[config.mk]
export PLATFORM = sky130hd
export DESIGN_NAME = stepper_dose_retract_ramp
export DESIGN_NICKNAME = d
export VERILOG_FILES = /design/src/rtl/core/sdr_pkg.sv /design/src/rtl/core/sdr_div.sv /design/src/rtl/core/sdr_ctrl.sv /design/src/rtl/core/sdr_dpath.sv /design/src/rtl/core/stepper_dose_retract_ramp.sv
export VERILOG_INCLUDE_DIRS = /design/src /design/src/rtl/core
export SDC_FILE = /design/constraint.sdc
export NUM_CORES = 2
export LEC_CHECK = 0
export BUFFER_PORTS_ARGS = -buffer_cell sky130_fd_sc_hd__buf_2
export CAP_MARGIN = 20
export CORE_MARGIN = 1
export CORE_UTILIZATION = 50
export CTS_CLUSTER_SIZE = 40
export DETAILED_ROUTE_END_ITERATION = 10
export GPL_TIMING_DRIVEN = 0
export PLACE_DENSITY = 0.66
export REMOVE_ABC_BUFFERS = 1
export SYNTH_ARGS = -nofsm -noshare
export SYNTH_HDL_FRONTEND = slang
export SYNTH_SLANG_ARGS = --single-unit
[constraint.sdc]
create_clock -name i_clk -period 10.67 [get_ports i_clk]
set_input_delay 3.201 -clock i_clk [delete_from_list [all_inputs] [get_ports i_clk]]
set_output_delay 3.201 -clock i_clk [all_outputs]
set_load 0.02 [all_outputs]
[src/rtl/core/stepper_dose_retract_ramp_defines.svh]
// ----------------------------------------------------------------------------
// stepper dose retract ramp: assertion macros
// shared concurrent assertion forms for the dose sequencer modules
// ----------------------------------------------------------------------------
`ifndef STEPPER_DOSE_RETRACT_RAMP_DEFINES_SVH
`define STEPPER_DOSE_RETRACT_RAMP_DEFINES_SVH

// same-cycle implication, disabled while reset is asserted
`define SDR_ASSERT_NOW(lbl, clk, rstn, ante, cons, msg) \
    lbl: assert property (@(posedge clk) disable iff (!(rstn)) (ante) |-> (cons)) \
        else $error(msg);

// next-cycle implication, disabled while reset is asserted
`define SDR_ASSERT_NEXT(lbl, clk, rstn, ante, cons, msg) \
    lbl: assert property (@(posedge clk) disable iff (!(rstn)) (ante) |=> (cons)) \
        else $error(msg);

`endif

[src/rtl/core/sdr_pkg.sv]
// ----------------------------------------------------------------------------
// sdr_pkg
// widths, phase codes, register indexes and controller/datapath interface
// ----------------------------------------------------------------------------
package sdr_pkg;

    // default step counter width
    localparam int STEP_COUNT_BITS_DEF = 20;

    // fixed field widths
    localparam int PERIOD_BITS    = 16;
    localparam int RAMP_BITS      = 16;
    localparam int RETRACT_BITS   = 20;
    localparam int FWD_BITS       = 20;
    localparam int DONE_OUT_BITS  = 20;
    localparam int PHASE_BITS     = 3;
    localparam int CFG_ADDR_BITS  = 3;
    localparam int CFG_DATA_BITS  = 20;
    localparam int IN_TDATA_BITS  = 24;
    localparam int OUT_TDATA_BITS = 32;
    localparam int CMP_BITS       = 33;

    // move phase codes
    typedef logic [PHASE_BITS-1:0] t_phase;
    localparam t_phase PH_IDLE = 3'd0;
    localparam t_phase PH_FACC = 3'd1;
    localparam t_phase PH_FRUN = 3'd2;
    localparam t_phase PH_FDEC = 3'd3;
    localparam t_phase PH_RACC = 3'd4;
    localparam t_phase PH_RRUN = 3'd5;
    localparam t_phase PH_RDEC = 3'd6;

    // configuration register indexes
    localparam logic [CFG_ADDR_BITS-1:0] REG_RETRACT_STEPS = 3'd0;
    localparam logic [CFG_ADDR_BITS-1:0] REG_RAMP_FWD      = 3'd1;
    localparam logic [CFG_ADDR_BITS-1:0] REG_RAMP_RET      = 3'd2;
    localparam logic [CFG_ADDR_BITS-1:0] REG_PMIN_FWD      = 3'd3;
    localparam logic [CFG_ADDR_BITS-1:0] REG_PMAX_FWD      = 3'd4;
    localparam logic [CFG_ADDR_BITS-1:0] REG_PMIN_RET      = 3'd5;
    localparam logic [CFG_ADDR_BITS-1:0] REG_PMAX_RET      = 3'd6;

    // configuration reset values
    localparam logic [RETRACT_BITS-1:0] RST_RETRACT_STEPS = 20'd100;
    localparam logic [RAMP_BITS-1:0]    RST_RAMP          = 16'd200;
    localparam logic [PERIOD_BITS-1:0]  RST_PMIN          = 16'd200;
    localparam logic [PERIOD_BITS-1:0]  RST_PMAX          = 16'd1000;

    // controller to datapath commands
    typedef struct packed {
        logic capture;
        logic step;
        logic opnd;
        logic mul;
        logic upd;
        logic load_fwd;
        logic load_ret;
        logic div_start;
        logic slope_load;
        logic out_load;
    } t_cmd;

    // datapath to controller status
    typedef struct packed {
        logic func;
        logic start_ok;
        logic phase_idle;
        logic begin_ret;
        logic div_done;
    } t_sts;

endpackage

[src/rtl/core/sdr_div.sv]
// ----------------------------------------------------------------------------
// sdr_div
// restoring divider for the per-move ramp slope, one quotient bit a cycle
// ----------------------------------------------------------------------------
module sdr_div import sdr_pkg::*; (
    input  logic                   i_clk,
    input  logic                   i_rst_n,
    input  logic                   i_start,
    input  logic [PERIOD_BITS-1:0] i_dividend,
    input  logic [RAMP_BITS-1:0]   i_divisor,
    output logic [PERIOD_BITS-1:0] o_quot,
    output logic                   o_done
);

    localparam int DIV_STEPS = PERIOD_BITS;
    localparam int CNT_BITS  = $clog2(DIV_STEPS);

    logic                   r_busy, n_busy;
    logic                   r_done, n_done;
    logic [CNT_BITS-1:0]    r_cnt, n_cnt;
    logic [RAMP_BITS-1:0]   r_rem, n_rem;
    logic [PERIOD_BITS-1:0] r_quot, n_quot;
    logic [RAMP_BITS-1:0]   r_divisor, n_divisor;
    logic [RAMP_BITS:0]     w_rem_sh;
    logic                   w_fits;
    logic [RAMP_BITS:0]     w_rem_nx;

    // one trial subtraction
    assign w_rem_sh = {r_rem, r_quot[PERIOD_BITS-1]};
    assign w_fits   = w_rem_sh >= {1'b0, r_divisor};
    assign w_rem_nx = w_fits ? (w_rem_sh - {1'b0, r_divisor}) : w_rem_sh;

    // iteration sequencing
    always_comb begin
        n_busy    = r_busy;
        n_done    = 1'b0;
        n_cnt     = r_cnt;
        n_rem     = r_rem;
        n_quot    = r_quot;
        n_divisor = r_divisor;
        if (i_start) begin
            n_busy    = 1'b1;
            n_cnt     = '0;
            n_rem     = '0;
            n_quot    = i_dividend;
            n_divisor = i_divisor;
        end else if (r_busy) begin
            n_rem  = w_rem_nx[RAMP_BITS-1:0];
            n_quot = {r_quot[PERIOD_BITS-2:0], w_fits};
            n_cnt  = r_cnt + CNT_BITS'(1);
            if (r_cnt == CNT_BITS'(DIV_STEPS - 1)) begin
                n_busy = 1'b0;
                n_done = 1'b1;
            end
        end
    end

    // control state
    always_ff @(posedge i_clk) begin
        if (!i_rst_n) begin
            r_busy <= 1'b0;
            r_done <= 1'b0;
        end else begin
            r_busy <= n_busy;
            r_done <= n_done;
        end
    end

    // operand and partial result registers
    always_ff @(posedge i_clk) begin
        r_cnt     <= n_cnt;
        r_rem     <= n_rem;
        r_quot    <= n_quot;
        r_divisor <= n_divisor;
    end

    assign o_quot = r_quot;
    assign o_done = r_done;

endmodule

[src/rtl/core/sdr_ctrl.sv]
// ----------------------------------------------------------------------------
// sdr_ctrl
// item sequencer: steps each transfer through the datapath and the output register
// ----------------------------------------------------------------------------
`include "stepper_dose_retract_ramp_defines.svh"

module sdr_ctrl import sdr_pkg::*; (
    input  logic i_clk,
    input  logic i_rst_n,
    input  logic i_in_valid,
    output logic o_in_ready,
    output logic o_out_valid,
    input  logic i_out_ready,
    input  t_sts i_sts,
    output t_cmd o_cmd
);

    typedef enum logic [8:0] {
        S_WAIT  = 9'b000000001,
        S_EXEC  = 9'b000000010,
        S_OPND  = 9'b000000100,
        S_MUL   = 9'b000001000,
        S_UPD   = 9'b000010000,
        S_LOAD  = 9'b000100000,
        S_DIVGO = 9'b001000000,
        S_DIV   = 9'b010000000,
        S_OUT   = 9'b100000000
    } t_state;

    t_state r_state, n_state;
    logic   r_out_valid, n_out_valid;
    t_cmd   w_cmd;

    // next state and commands
    always_comb begin
        n_state = r_state;
        w_cmd   = '0;
        unique case (r_state)
            S_WAIT: begin
                if (i_in_valid) begin
                    w_cmd.capture = 1'b1;
                    n_state       = S_EXEC;
                end
            end
            S_EXEC: begin
                if (i_sts.func) begin
                    if (i_sts.start_ok) begin
                        w_cmd.load_fwd = 1'b1;
                        n_state        = S_DIVGO;
                    end else begin
                        n_state = S_OUT;
                    end
                end else if (i_sts.phase_idle) begin
                    n_state = S_OUT;
                end else begin
                    w_cmd.step = 1'b1;
                    n_state    = S_OPND;
                end
            end
            S_OPND: begin
                w_cmd.opnd = 1'b1;
                n_state    = S_MUL;
            end
            S_MUL: begin
                w_cmd.mul = 1'b1;
                n_state   = S_UPD;
            end
            S_UPD: begin
                w_cmd.upd = 1'b1;
                n_state   = i_sts.begin_ret ? S_LOAD : S_OUT;
            end
            S_LOAD: begin
                w_cmd.load_ret = 1'b1;
                n_state        = S_DIVGO;
            end
            S_DIVGO: begin
                w_cmd.div_start = 1'b1;
                n_state         = S_DIV;
            end
            S_DIV: begin
                if (i_sts.div_done) begin
                    w_cmd.slope_load = 1'b1;
                    n_state          = S_OUT;
                end
            end
            S_OUT: begin
                if (!r_out_valid || i_out_ready) begin
                    w_cmd.out_load = 1'b1;
                    n_state        = S_WAIT;
                end
            end
            default: n_state = S_WAIT;
        endcase
    end

    // output register occupancy
    always_comb begin
        n_out_valid = r_out_valid;
        if (w_cmd.out_load) begin
            n_out_valid = 1'b1;
        end else if (i_out_ready) begin
            n_out_valid = 1'b0;
        end
    end

    always_ff @(posedge i_clk) begin
        if (!i_rst_n) begin
            r_state     <= S_WAIT;
            r_out_valid <= 1'b0;
        end else begin
            r_state     <= n_state;
            r_out_valid <= n_out_valid;
        end
    end

    assign o_in_ready  = (r_state == S_WAIT);
    assign o_out_valid = r_out_valid;
    assign o_cmd       = w_cmd;

    // one item in flight at a time
    `SDR_ASSERT_NEXT(a_one_item, i_clk, i_rst_n, i_in_valid && o_in_ready, !o_in_ready, "second transfer taken while an item is in flight")
    // the divider finishes only while the sequencer waits for it
    `SDR_ASSERT_NOW(a_div_wait, i_clk, i_rst_n, i_sts.div_done, r_state == S_DIV, "divider finished outside the slope wait")
    // a result is loaded only into a free or draining output register
    `SDR_ASSERT_NOW(a_out_free, i_clk, i_rst_n, w_cmd.out_load && r_out_valid, i_out_ready, "result overwritten before transfer")

endmodule

[src/rtl/core/sdr_dpath.sv]
// ----------------------------------------------------------------------------
// sdr_dpath
// configuration, move state, step timing, ramp period arithmetic and result register
// ----------------------------------------------------------------------------
`include "stepper_dose_retract_ramp_defines.svh"

module sdr_dpath import sdr_pkg::*; #(
    parameter int STEP_COUNT_BITS = STEP_COUNT_BITS_DEF
) (
    input  logic                      i_clk,
    input  logic                      i_rst_n,
    input  logic                      i_cfg_we,
    input  logic [CFG_ADDR_BITS-1:0]  i_cfg_addr,
    input  logic [CFG_DATA_BITS-1:0]  i_cfg_wdata,
    input  logic                      i_in_func,
    input  logic [FWD_BITS-1:0]       i_in_fwd,
    input  t_cmd                      i_cmd,
    output t_sts                      o_sts,
    output logic [OUT_TDATA_BITS-1:0] o_out_tdata
);

    localparam int W  = STEP_COUNT_BITS;
    localparam int PW = PERIOD_BITS + W;

    // configuration registers
    logic [RETRACT_BITS-1:0] r_cfg_retract;
    logic [RAMP_BITS-1:0]    r_cfg_ramp_fwd, r_cfg_ramp_ret;
    logic [PERIOD_BITS-1:0]  r_cfg_pmin_fwd, r_cfg_pmax_fwd;
    logic [PERIOD_BITS-1:0]  r_cfg_pmin_ret, r_cfg_pmax_ret;

    // captured item
    logic         r_func, n_func;
    logic [W-1:0] r_fwd, n_fwd;

    // move state
    t_phase                 r_phase, n_phase;
    logic [W-1:0]           r_total, n_total;
    logic [RAMP_BITS-1:0]   r_ramp, n_ramp;
    logic [W-1:0]           r_done, n_done;
    logic [PERIOD_BITS-1:0] r_period, n_period;
    logic [PERIOD_BITS-1:0] r_tick, n_tick;
    logic [PERIOD_BITS-1:0] r_slope, n_slope;
    logic [PERIOD_BITS-1:0] r_pmin, n_pmin;
    logic [PERIOD_BITS-1:0] r_pmax, n_pmax;
    logic [W-1:0]           r_base, n_base;
    logic [W-1:0]           r_opnd, n_opnd;
    logic [PW-1:0]          r_prod, n_prod;

    // result bits gathered while the item runs
    logic                      r_res_acc, n_res_acc;
    logic                      r_res_pulse, n_res_pulse;
    logic                      r_res_dir, n_res_dir;
    logic [OUT_TDATA_BITS-1:0] r_out_tdata, n_out_tdata;

    logic                     w_is_acc, w_is_ret, w_running, w_tick_hit, w_busy;
    logic [W-1:0]             w_ld_total;
    logic [RAMP_BITS-1:0]     w_ld_cfg_ramp, w_ld_ramp;
    logic [PERIOD_BITS-1:0]   w_ld_lo, w_ld_hi;
    logic [W-1:0]             w_base, w_opnd;
    logic [PERIOD_BITS-1:0]   w_acc_period, w_dec_period;
    logic [PW:0]              w_dec_sum;
    logic                     w_reach_run, w_reach_dec, w_ramp_on;
    t_phase                   w_upd_phase;
    logic [PERIOD_BITS-1:0]   w_upd_period;
    logic                     w_begin_ret, w_move_end;
    logic [PERIOD_BITS-1:0]   w_span;
    logic [PERIOD_BITS-1:0]   w_quot;
    logic                     w_div_done;
    logic [DONE_OUT_BITS-1:0] w_steps_out;
    logic [CMP_BITS-1:0]      w_ramp_dbl;

    // configuration write port
    always_ff @(posedge i_clk) begin
        if (!i_rst_n) begin
            r_cfg_retract  <= RST_RETRACT_STEPS;
            r_cfg_ramp_fwd <= RST_RAMP;
            r_cfg_ramp_ret <= RST_RAMP;
            r_cfg_pmin_fwd <= RST_PMIN;
            r_cfg_pmax_fwd <= RST_PMAX;
            r_cfg_pmin_ret <= RST_PMIN;
            r_cfg_pmax_ret <= RST_PMAX;
        end else if (i_cfg_we) begin
            unique case (i_cfg_addr)
                REG_RETRACT_STEPS: r_cfg_retract  <= i_cfg_wdata[RETRACT_BITS-1:0];
                REG_RAMP_FWD:      r_cfg_ramp_fwd <= i_cfg_wdata[RAMP_BITS-1:0];
                REG_RAMP_RET:      r_cfg_ramp_ret <= i_cfg_wdata[RAMP_BITS-1:0];
                REG_PMIN_FWD:      r_cfg_pmin_fwd <= i_cfg_wdata[PERIOD_BITS-1:0];
                REG_PMAX_FWD:      r_cfg_pmax_fwd <= i_cfg_wdata[PERIOD_BITS-1:0];
                REG_PMIN_RET:      r_cfg_pmin_ret <= i_cfg_wdata[PERIOD_BITS-1:0];
                REG_PMAX_RET:      r_cfg_pmax_ret <= i_cfg_wdata[PERIOD_BITS-1:0];
                default: ;
            endcase
        end
    end

    // phase decode
    assign w_is_acc  = (r_phase == PH_FACC) || (r_phase == PH_RACC);
    assign w_is_ret  = (r_phase == PH_RACC) || (r_phase == PH_RRUN) || (r_phase == PH_RDEC);
    assign w_busy    = (r_phase != PH_IDLE);
    assign w_running = r_done < r_total;
    assign w_tick_hit = ((PERIOD_BITS+1)'(r_tick) + (PERIOD_BITS+1)'(1))
                        >= (PERIOD_BITS+1)'(r_period);

    // move load: pick direction, clip ramp to half the move
    assign w_ld_total    = i_cmd.load_fwd ? r_fwd : W'(r_cfg_retract);
    assign w_ld_cfg_ramp = i_cmd.load_fwd ? r_cfg_ramp_fwd : r_cfg_ramp_ret;
    assign w_ld_lo       = i_cmd.load_fwd ? r_cfg_pmin_fwd : r_cfg_pmin_ret;
    assign w_ld_hi       = i_cmd.load_fwd ? r_cfg_pmax_fwd : r_cfg_pmax_ret;
    assign w_ld_ramp     = (CMP_BITS'(w_ld_total) < CMP_BITS'({w_ld_cfg_ramp, 1'b0}))
                           ? RAMP_BITS'(w_ld_total >> 1) : w_ld_cfg_ramp;

    // deceleration start point and ramp multiplier operand
    assign w_base = (CMP_BITS'(r_total) >= CMP_BITS'(r_ramp)) ? (r_total - W'(r_ramp)) : '0;
    assign w_opnd = w_is_acc ? r_done : ((r_done >= r_base) ? (r_done - r_base) : '0);

    // period from the registered product
    assign w_acc_period = (r_prod >= PW'(r_pmax)) ? '0 : (r_pmax - r_prod[PERIOD_BITS-1:0]);
    assign w_dec_sum    = (PW+1)'(r_pmin) + (PW+1)'(r_prod);
    assign w_dec_period = (|w_dec_sum[PW:PERIOD_BITS]) ? '1 : w_dec_sum[PERIOD_BITS-1:0];

    assign w_reach_run = CMP_BITS'(r_done) >= CMP_BITS'(r_ramp);
    assign w_reach_dec = (CMP_BITS'(r_done) + CMP_BITS'(r_ramp)) >= CMP_BITS'(r_total);
    assign w_ramp_on   = (r_ramp != '0);

    // ramp and phase update after a step
    always_comb begin
        w_upd_phase  = r_phase;
        w_upd_period = r_period;
        unique case (r_phase) inside
            PH_FACC, PH_RACC: begin
                if (w_ramp_on) begin
                    w_upd_period = w_acc_period;
                end
                if (w_reach_run) begin
                    w_upd_phase = (r_phase == PH_FACC) ? PH_FRUN : PH_RRUN;
                end
            end
            PH_FRUN, PH_RRUN: begin
                if (w_reach_dec) begin
                    w_upd_phase = (r_phase == PH_FRUN) ? PH_FDEC : PH_RDEC;
                end
            end
            PH_FDEC, PH_RDEC: begin
                if (w_ramp_on) begin
                    w_upd_period = w_dec_period;
                end
            end
            default: ;
        endcase
    end

    assign w_begin_ret = ((w_upd_phase == PH_FRUN) || (w_upd_phase == PH_FDEC)) && !w_running;
    assign w_move_end  = ((w_upd_phase == PH_RRUN) || (w_upd_phase == PH_RDEC)) && !w_running;

    // slope divider
    assign w_span = r_pmax - r_pmin;

    sdr_div u_div (
        .i_clk      (i_clk),
        .i_rst_n    (i_rst_n),
        .i_start    (i_cmd.div_start),
        .i_dividend (w_span),
        .i_divisor  (r_ramp),
        .o_quot     (w_quot),
        .o_done     (w_div_done)
    );

    assign w_steps_out = w_busy ? DONE_OUT_BITS'(r_done) : '0;

    // next values under the sequencer's commands
    always_comb begin
        n_func      = r_func;
        n_fwd       = r_fwd;
        n_phase     = r_phase;
        n_total     = r_total;
        n_ramp      = r_ramp;
        n_done      = r_done;
        n_period    = r_period;
        n_tick      = r_tick;
        n_slope     = r_slope;
        n_pmin      = r_pmin;
        n_pmax      = r_pmax;
        n_base      = r_base;
        n_opnd      = r_opnd;
        n_prod      = r_prod;
        n_res_acc   = r_res_acc;
        n_res_pulse = r_res_pulse;
        n_res_dir   = r_res_dir;
        n_out_tdata = r_out_tdata;

        if (i_cmd.capture) begin
            n_func      = i_in_func;
            n_fwd       = W'(i_in_fwd);
            n_res_acc   = 1'b0;
            n_res_pulse = 1'b0;
            n_res_dir   = 1'b0;
        end

        if (i_cmd.load_fwd || i_cmd.load_ret) begin
            n_total  = w_ld_total;
            n_ramp   = w_ld_ramp;
            n_pmin   = w_ld_lo;
            n_pmax   = w_ld_hi;
            n_period = w_ld_hi;
            n_done   = '0;
            n_tick   = '0;
            n_slope  = '0;
            if (i_cmd.load_fwd) begin
                n_res_acc = 1'b1;
                n_phase   = (w_ld_ramp != '0) ? PH_FACC : PH_FRUN;
            end else begin
                n_phase   = (w_ld_ramp != '0) ? PH_RACC : PH_RRUN;
            end
        end

        // tick counting and step issue
        if (i_cmd.step) begin
            n_res_dir = w_is_ret;
            if (w_running) begin
                if (w_tick_hit) begin
                    n_tick      = '0;
                    n_done      = r_done + W'(1);
                    n_res_pulse = 1'b1;
                end else begin
                    n_tick = r_tick + PERIOD_BITS'(1);
                end
            end
        end

        if (i_cmd.opnd) begin
            n_opnd = w_opnd;
        end

        if (i_cmd.mul) begin
            n_prod = PW'(r_slope) * PW'(r_opnd);
        end

        if (i_cmd.upd) begin
            n_period = w_upd_period;
            n_phase  = w_move_end ? PH_IDLE : w_upd_phase;
        end

        if (i_cmd.div_start) begin
            n_base = w_base;
        end

        if (i_cmd.slope_load) begin
            n_slope = (w_ramp_on && (r_pmax >= r_pmin)) ? w_quot : '0;
        end

        // result word, highest field first
        if (i_cmd.out_load) begin
            n_out_tdata = {
                (OUT_TDATA_BITS - DONE_OUT_BITS - PHASE_BITS - 4)'(0),
                w_steps_out,
                r_phase,
                w_busy,
                r_res_dir,
                r_res_pulse,
                r_res_acc
            };
        end
    end

    // control and move state
    always_ff @(posedge i_clk) begin
        if (!i_rst_n) begin
            r_phase  <= PH_IDLE;
            r_total  <= '0;
            r_ramp   <= '0;
            r_done   <= '0;
            r_period <= '0;
            r_tick   <= '0;
            r_slope  <= '0;
        end else begin
            r_phase  <= n_phase;
            r_total  <= n_total;
            r_ramp   <= n_ramp;
            r_done   <= n_done;
            r_period <= n_period;
            r_tick   <= n_tick;
            r_slope  <= n_slope;
        end
    end

    // payload registers
    always_ff @(posedge i_clk) begin
        r_func      <= n_func;
        r_fwd       <= n_fwd;
        r_pmin      <= n_pmin;
        r_pmax      <= n_pmax;
        r_base      <= n_base;
        r_opnd      <= n_opnd;
        r_prod      <= n_prod;
        r_res_acc   <= n_res_acc;
        r_res_pulse <= n_res_pulse;
        r_res_dir   <= n_res_dir;
        r_out_tdata <= n_out_tdata;
    end

    // status to the sequencer
    assign o_sts.func       = r_func;
    assign o_sts.start_ok   = (r_phase == PH_IDLE) && (r_fwd != '0)
                              && (W'(r_cfg_retract) != '0);
    assign o_sts.phase_idle = (r_phase == PH_IDLE);
    assign o_sts.begin_ret  = w_begin_ret;
    assign o_sts.div_done   = w_div_done;

    assign o_out_tdata = r_out_tdata;

    assign w_ramp_dbl = CMP_BITS'({r_ramp, 1'b0});

    // steps never run past the move length
    `SDR_ASSERT_NOW(a_done_bound, i_clk, i_rst_n, w_busy, r_done <= r_total, "step count passed move length")
    // ramp length is clipped to half the move
    `SDR_ASSERT_NOW(a_ramp_half, i_clk, i_rst_n, w_busy, w_ramp_dbl <= CMP_BITS'(r_total), "ramp longer than half the move")

endmodule

[src/rtl/core/stepper_dose_retract_ramp.sv]
// ----------------------------------------------------------------------------
// stepper_dose_retract_ramp
// two-phase stepper dose sequencer with trapezoidal forward and retract moves
// ----------------------------------------------------------------------------
// channel     dir  transfer on                    payload
// s_axis      in   s_axis_tvalid & s_axis_tready  tuser: func; tdata: forward_steps
// m_axis      out  m_axis_tvalid & m_axis_tready  tdata: status word, one per item
// cfg         in   i_cfg_we                       i_cfg_addr selects, i_cfg_wdata value
//
// a tick outside a move or a rejected start goes from capture straight to the result register
// a tick during a move runs count, operand, multiply, period update, result in turn
// a dose start, or the tick that ends the forward move, adds a restoring divide
// for the move slope before the result
// synchronous reset returns configuration to its defaults and the phase to idle
// the next item is taken while a result still waits on m_axis_tready
// ----------------------------------------------------------------------------
module stepper_dose_retract_ramp import sdr_pkg::*; #(
    parameter int STEP_COUNT_BITS = STEP_COUNT_BITS_DEF
) (
    input  logic                      i_clk,
    input  logic                      i_rst_n,
    // configuration
    input  logic                      i_cfg_we,
    input  logic [CFG_ADDR_BITS-1:0]  i_cfg_addr,
    input  logic [CFG_DATA_BITS-1:0]  i_cfg_wdata,
    // item input
    input  logic                      s_axis_tvalid,
    output logic                      s_axis_tready,
    input  logic [IN_TDATA_BITS-1:0]  s_axis_tdata,  // [19:0] forward_steps, [23:20] zero
    input  logic                      s_axis_tuser,  // [0] func
    // result output
    output logic                      m_axis_tvalid,
    input  logic                      m_axis_tready,
    output logic [OUT_TDATA_BITS-1:0] m_axis_tdata   // [0] accepted, [1] step_pulse,
                                                     // [2] direction, [3] busy_res,
                                                     // [6:4] phase, [26:7] steps_done,
                                                     // [31:27] zero
);

    t_cmd w_cmd;
    t_sts w_sts;

    // sequencer
    sdr_ctrl u_ctrl (
        .i_clk       (i_clk),
        .i_rst_n     (i_rst_n),
        .i_in_valid  (s_axis_tvalid),
        .o_in_ready  (s_axis_tready),
        .o_out_valid (m_axis_tvalid),
        .i_out_ready (m_axis_tready),
        .i_sts       (w_sts),
        .o_cmd       (w_cmd)
    );

    // move state and arithmetic
    sdr_dpath #(
        .STEP_COUNT_BITS (STEP_COUNT_BITS)
    ) u_dpath (
        .i_clk       (i_clk),
        .i_rst_n     (i_rst_n),
        .i_cfg_we    (i_cfg_we),
        .i_cfg_addr  (i_cfg_addr),
        .i_cfg_wdata (i_cfg_wdata),
        .i_in_func   (s_axis_tuser),
        .i_in_fwd    (s_axis_tdata[FWD_BITS-1:0]),
        .i_cmd       (w_cmd),
        .o_sts       (w_sts),
        .o_out_tdata (m_axis_tdata)
    );

endmodule
# == Yosys cells after proc, flatten, opt, wreduce, memory -nomap -nowiden ==
# Cells that the tools add are included.
# classes
eq_ne,32
n_mul,1
mux,79
bitwise_logic,2
n_reduce_logical,40
add_sub_neg,11
magnitude_cmp,10
# ops
cell,n
$mux 16,20
$mux 20,7
$pmux 9 s9,1
$mux 9,7
$sub 16x16->16,3
$ge 20x16->1,2
$reduce_bool 20->1,2
$add 16x36->37,1
$ge 36x16->1,1
$mul 16x20->36,1
$ge 17x16->1,2
$ge 33x20->1,1
$mux 1,33
$pmux 16 s2,1
$reduce_bool 16->1,2
$eq 3x3->1 const B,8
$mux 3,8
$add 20x16->21,1
$reduce_or 21->1,1
$add 20x1->20 const B,1
$ge 20x20->1,1
$lt 20x17->1,1
$lt 20x20->1,1
$sub 20x16->20,1
other kinds (35),68
# totals
out_inout_bits,34
regBits,446
input_bits,53
elab_cells,209

# == Logic depth before layout (Yosys ltp) ==
# depth
word_depth,14
mapped_depth,27
ltp_nobuf,24

# == Cells and area by module ==
# From an unflattened synthesis, not the netlist that was laid out.
# unflattened
hier_cells,4116
area_unflattened_um2,37179.4
# by_module_without_submodules
module,n_inst,area_each_um2,cells_each,seq_area_each_um2
sdr_dpath,1,33485.9,3751,9218.8
sdr_div,1,3021.6,287,1401.3
sdr_ctrl,1,671.9,78,200.2

# == Worst setup path after synthesis ==
# OpenSTA, ideal clock, no wires.
# synth_path
path_kind,register to register
start,register u_dpath.r_opnd[1]
end,register u_dpath.r_prod[35] (data pin)
path_buffers,2
slack_ps,4393
stages_incl_launch_ff,24
t_arrival_ps,6017
synth_period_minus_slack_ps,6277
t_required_ps,10410
cell_sequence,edfxtp_1 clkbuf_1 nand2_1 fa_1 inv_1 fa_1 inv_1 fa_1 fa_1 fa_1 inv_1 fa_1 ha_1 clkbuf_1 a21o_1 a21oi_1 o21a_1 nor3_1 o31a_1 o21a_1 a211oi_1 o21ai_0 a31oi_1 xnor2_1
# synth_via
elab_chain_len,1
# synth_rtl
element,line_no,source
"start, declared",sdr_dpath.sv:46,"logic [W-1:0] r_opnd, n_opnd;"
"start signal, assigned",sdr_dpath.sv:293,r_opnd <= n_opnd;
$mul 16x20->36,sdr_dpath.sv:235,n_prod = PW'(r_slope) * PW'(r_opnd);
"end signal, assigned",sdr_dpath.sv:294,r_prod <= n_prod;
"end, declared",sdr_dpath.sv:47,"logic [PW-1:0] r_prod, n_prod;"
# Every way passes these cells.
# A chain may end at the register's enable or synchronous reset.

# == Worst setup path in the final report ==
# layout_path
start,register u_dpath.r_opnd[5]
end,register u_dpath.r_prod[32] (data pin)
# Same word-level chain as after synthesis.

==> summary by stage <==
Status
The flow ran to the end, but the final reports show violations. The checks that failed: DRC.

Global route
The overall global routing resource usage is 27.4%. The first global-routing pass estimated 160 mm of wire. The initial antenna violation count came to 2. The number of global-route vias before repair is 28600. The total congestion overflow is 0. The pin count of the biggest net entering global routing is 110.

Critical path
The largest single stage delay on the critical path is 0.99 ns. The kind of start point of the critical path is a flop. The kind of cell with the highest combined delay along the critical path is adder cells. The arrival time reported for the critical path endpoint is 7.75 ns. Counting stages on the worst path, the most repeated cell is fa_1.

The critical path contains buffers and inverters numbering 3 combined. Of all nets on the critical path, the largest fanout is 16. STA puts the critical path data required time at 11.06 ns. The critical path goes through nand2_1 -> fa_1 -> inv_1 -> fa_1 -> inv_1 -> fa_1 -> fa_1 -> inv_1 -> fa_1 -> fa_1 -> ha_1 -> a21oi_1 -> nand2_1 -> a22oi_1 -> nor4_1 -> o31ai_1 -> a31oi_1 -> a41o_1 -> or2_2 -> xor2_1. The largest individual stage delay along the critical path comes from the cell edfxtp_1.

The critical path is of the flop to flop type. STA classifies the critical path endpoint as a flop.

Logic synthesis
The warning count from the yosys run is 0. The share of async-settable or async-resettable flops after synthesis is 0%. The flop and latch count out of synthesis is 446. A synthesized cell averages 8.68 um2. Synthesis produced a netlist whose cell count is 4234.

Summed over all instances, the cell type with the most area after synthesis is edfxtp_1. The sequential area share after synthesis is 29.4%. Yosys mapped the design onto 90 distinct sky130hd cell types.

The cell with the most instances after synthesis is nand2_1. Among all flip-flop cells after synthesis, the most frequent one is dfxtp_1. The post-synth design cell area is 36800 um2. By area the synthesized netlist is led by edfxtp_1, dfxtp_1, fa_1, ha_1, nand2_1.

The area share of the leading cell type in the synthesized netlist is 15.4%. Counting instances in the post-synthesis netlist gives the leading cell types as nand2_1, inv_1, ha_1. The number of synthesized flops with an enable pin is 189.

STA
The clock period could shrink to 7.36 ns. In this run the tightest slew margin relative to its limit is 20.1%. The worst-case clock skew is 0.0413 ns. Setup repair after global routing left no endpoint under its margin. The upper clock frequency limit is 136 MHz. The final count of negative-setup-slack endpoints is 0. The final worst-path setup slack is 3.31 ns. The setup TNS after final layout is 0 ns. The total count of max-transition violations in the final report was 0. The count of final hold-check violations is 0. For the pin with the worst max-slew slack, the measured transition is 1.20 ns. The final cycle utilization of the critical path is 69.0%.

Power
The analysis attributes to cell leakage a power of 17.7 nW. For this design the ratio of total power to cell area is 99.9 nW/um2. The total power is 0.00396 W. The worst-case IR drop observed on VDD is 138 uV.

Die
The floorplan step defined a die boundary enclosing 74600 um2. In this run the count of I/O pins placed on the die edge is 87. The die is 273 um tall. The die width is 273 um. After floorplanning, the core was sized to cover 72800 um2. The floorplan has 99 rows. The initial core utilization is 50.5%.

Cells and area
The final layout net count is 4844. The share of final-layout standard cells stronger than drive strength 1 is 5.49%. The number of diodes is 0. Once layout is complete, the cells apart from fillers number 5203. The area growth from synthesis to layout is 7.81%.

Detailed routing
After detailed routing, the number of remaining DRC violations is 1. Dividing the detail-routed via count by the number of cells gives 5.72. The routed wire length per instance is 19.5 um. After detailed routing, the total wire length is 101 mm.

The count of nets left with antenna violations after detail routing is 0. Before antenna repair, the detailed router went through 9 iterations. The count of vias placed by the detailed router is 29700.

The count of routing violations after the opening detailed-route iteration is 2332.

CTS
The CTS tree is done. The clock tree synthesis step divided the H-tree into 2 levels. The clock latency at the later pin of the worst-skew pair is 0.62 ns. Clock-pin slew was measured on the worst setup and hold paths at 0.07 ns. The worst-case clock buffer depth is 3.

The cts-stage hold buffer count is 0. The clock root buffer is clkbuf_16. The number of clock buffers added by TritonCTS is 47.

Once the clock tree was built, the resizer swapped 0 gates to a different size. Clock tree synthesis found a total of 446 sinks. In this run the post-CTS setup repair buffer count came out at 0.

Place
After detailed placement, the design holds a cell count of 5109. The total of buffers placed on input and output ports is 77. Summed over all nets, the half-perimeter wirelength after detailed placement is 76.5 mm.

Prior to clock tree synthesis, the placed netlist has a worst setup slack of 3.32 ns. The final weighted congestion in routability-driven placement is 0.936.

Min path
The min-delay analysis places its worst path in the category flop to flop.

Run
The total of max-cap violations is 0.
[flip-flops by register name, summed over array words and instances, names as in the netlist, 20 cells and up]
name and flops:
u_dpath.r_prod 36, u_dpath.o_out_tdata 27, u_dpath.r_base 20, u_dpath.r_cfg_retract 20
u_dpath.r_done 20, u_dpath.r_fwd 20, u_dpath.r_opnd 20, u_dpath.r_total 20
[layer usage]
layer	wire length, um	vias to the layer above	GRT usage [%]
met5	0	-	0
li1	-	14300	-
met3	5780	184	3.01
met4	3790	0	10.7
met2	46700	954	44.6
met1	45100	14300	37.3
[layout by cell type, fill, tap and decap left out, drive strengths merged, types with 8 or more instances in the layout]
| cell | n |
|---|---|
| a2111oi | 8 |
| a211o | 8 |
| a211oi | 44 |
| a21o | 62 |
| a21oi | 284 |
| a22o | 29 |
| a22oi | 11 |
| a31oi | 19 |
| and2 | 112 |
| and3 | 30 |
| buf | 106 |
| clkbuf | 66 |
| clkinv | 12 |
| dfxtp | 257 |
| edfxtp | 189 |
| fa | 257 |
| ha | 329 |
| inv | 474 |
| mux2i | 55 |
| nand2 | 765 |
| nand2b | 44 |
| nand3 | 104 |
| nand3b | 10 |
| nand4 | 51 |
| nor2 | 201 |
| nor2b | 46 |
| nor3 | 70 |
| nor3b | 12 |
| nor4 | 31 |
| o2111ai | 12 |
| o211ai | 35 |
| o21a | 38 |
| o21ai | 161 |
| o21bai | 16 |
| o31ai | 24 |
| or3 | 24 |
| or4 | 8 |
| xnor2 | 84 |
| xor2 | 53 |
[metrics by stage]
stage | area [um2] | utilization, % | hold WS (ns)
floorplan | 36000 | - | 0.400
global placement | 37600 | 51.6 | 0.432
detailed placement | 38000 | 52.2 | 0.423
CTS | 39600 | 54.3 | 0.446
global route | 39600 | 54.4 | 0.465
finish | 39600 | 54.4 | 0.452
[cells by family (layout without fill, tap and decap cells)]
| family | count (synthesis) | count (layout) | share of synthesized area, % |
|---|---|---|---|
| compound gates | 814 | 814 | 14.0 |
| buf+inv | 655 | 661 | 6.97 |
| other cells | 1 | 5 | 0.0102 |
| fa+ha+maj | 586 | 586 | 25.2 |
| mux | 61 | 61 | 1.68 |
| simple gates | 1534 | 1534 | 19.4 |
| xor+xnor | 137 | 137 | 3.26 |
| flops | 446 | 446 | 29.4 |
[power breakdown]
| group | switching (W) | total (W) | internal, W | leakage [nW] |
|---|---|---|---|---|
| clock | 0.000738 | 0.00166 | 0.000917 | 0.766 |
| combinational | 0.000275 | 0.000451 | 0.000177 | 13.1 |
| sequential | 0.0000348 | 0.00185 | 0.00182 | 3.87 |
[final timing paths]
kind                           from                     end  slack (ns)  cells past startpoint
hold reg to reg   u_dpath.r_res_acc  u_dpath.o_out_tdata[0]        0.45                      0
setup reg to reg  u_dpath.r_opnd[5]      u_dpath.r_prod[32]        3.31                     20
hold / removal    u_dpath.r_res_acc  u_dpath.o_out_tdata[0]        0.45                      0
setup / recovery  u_dpath.r_opnd[5]      u_dpath.r_prod[32]        3.31                     20
[area by class of cell]
cell class | instances | area, um2
Fill cell | 6773 | 33200
Multi-Input combinational cell | 3137 | 23400
Sequential cell | 446 | 10800
Inverter | 466 | 1750
Clock buffer | 65 | 1340
Tap cell | 959 | 1200
Timing Repair Buffer | 107 | 865
Clock inverter | 23 | 216
Note: power is estimated with default switching activity, not from simulation.
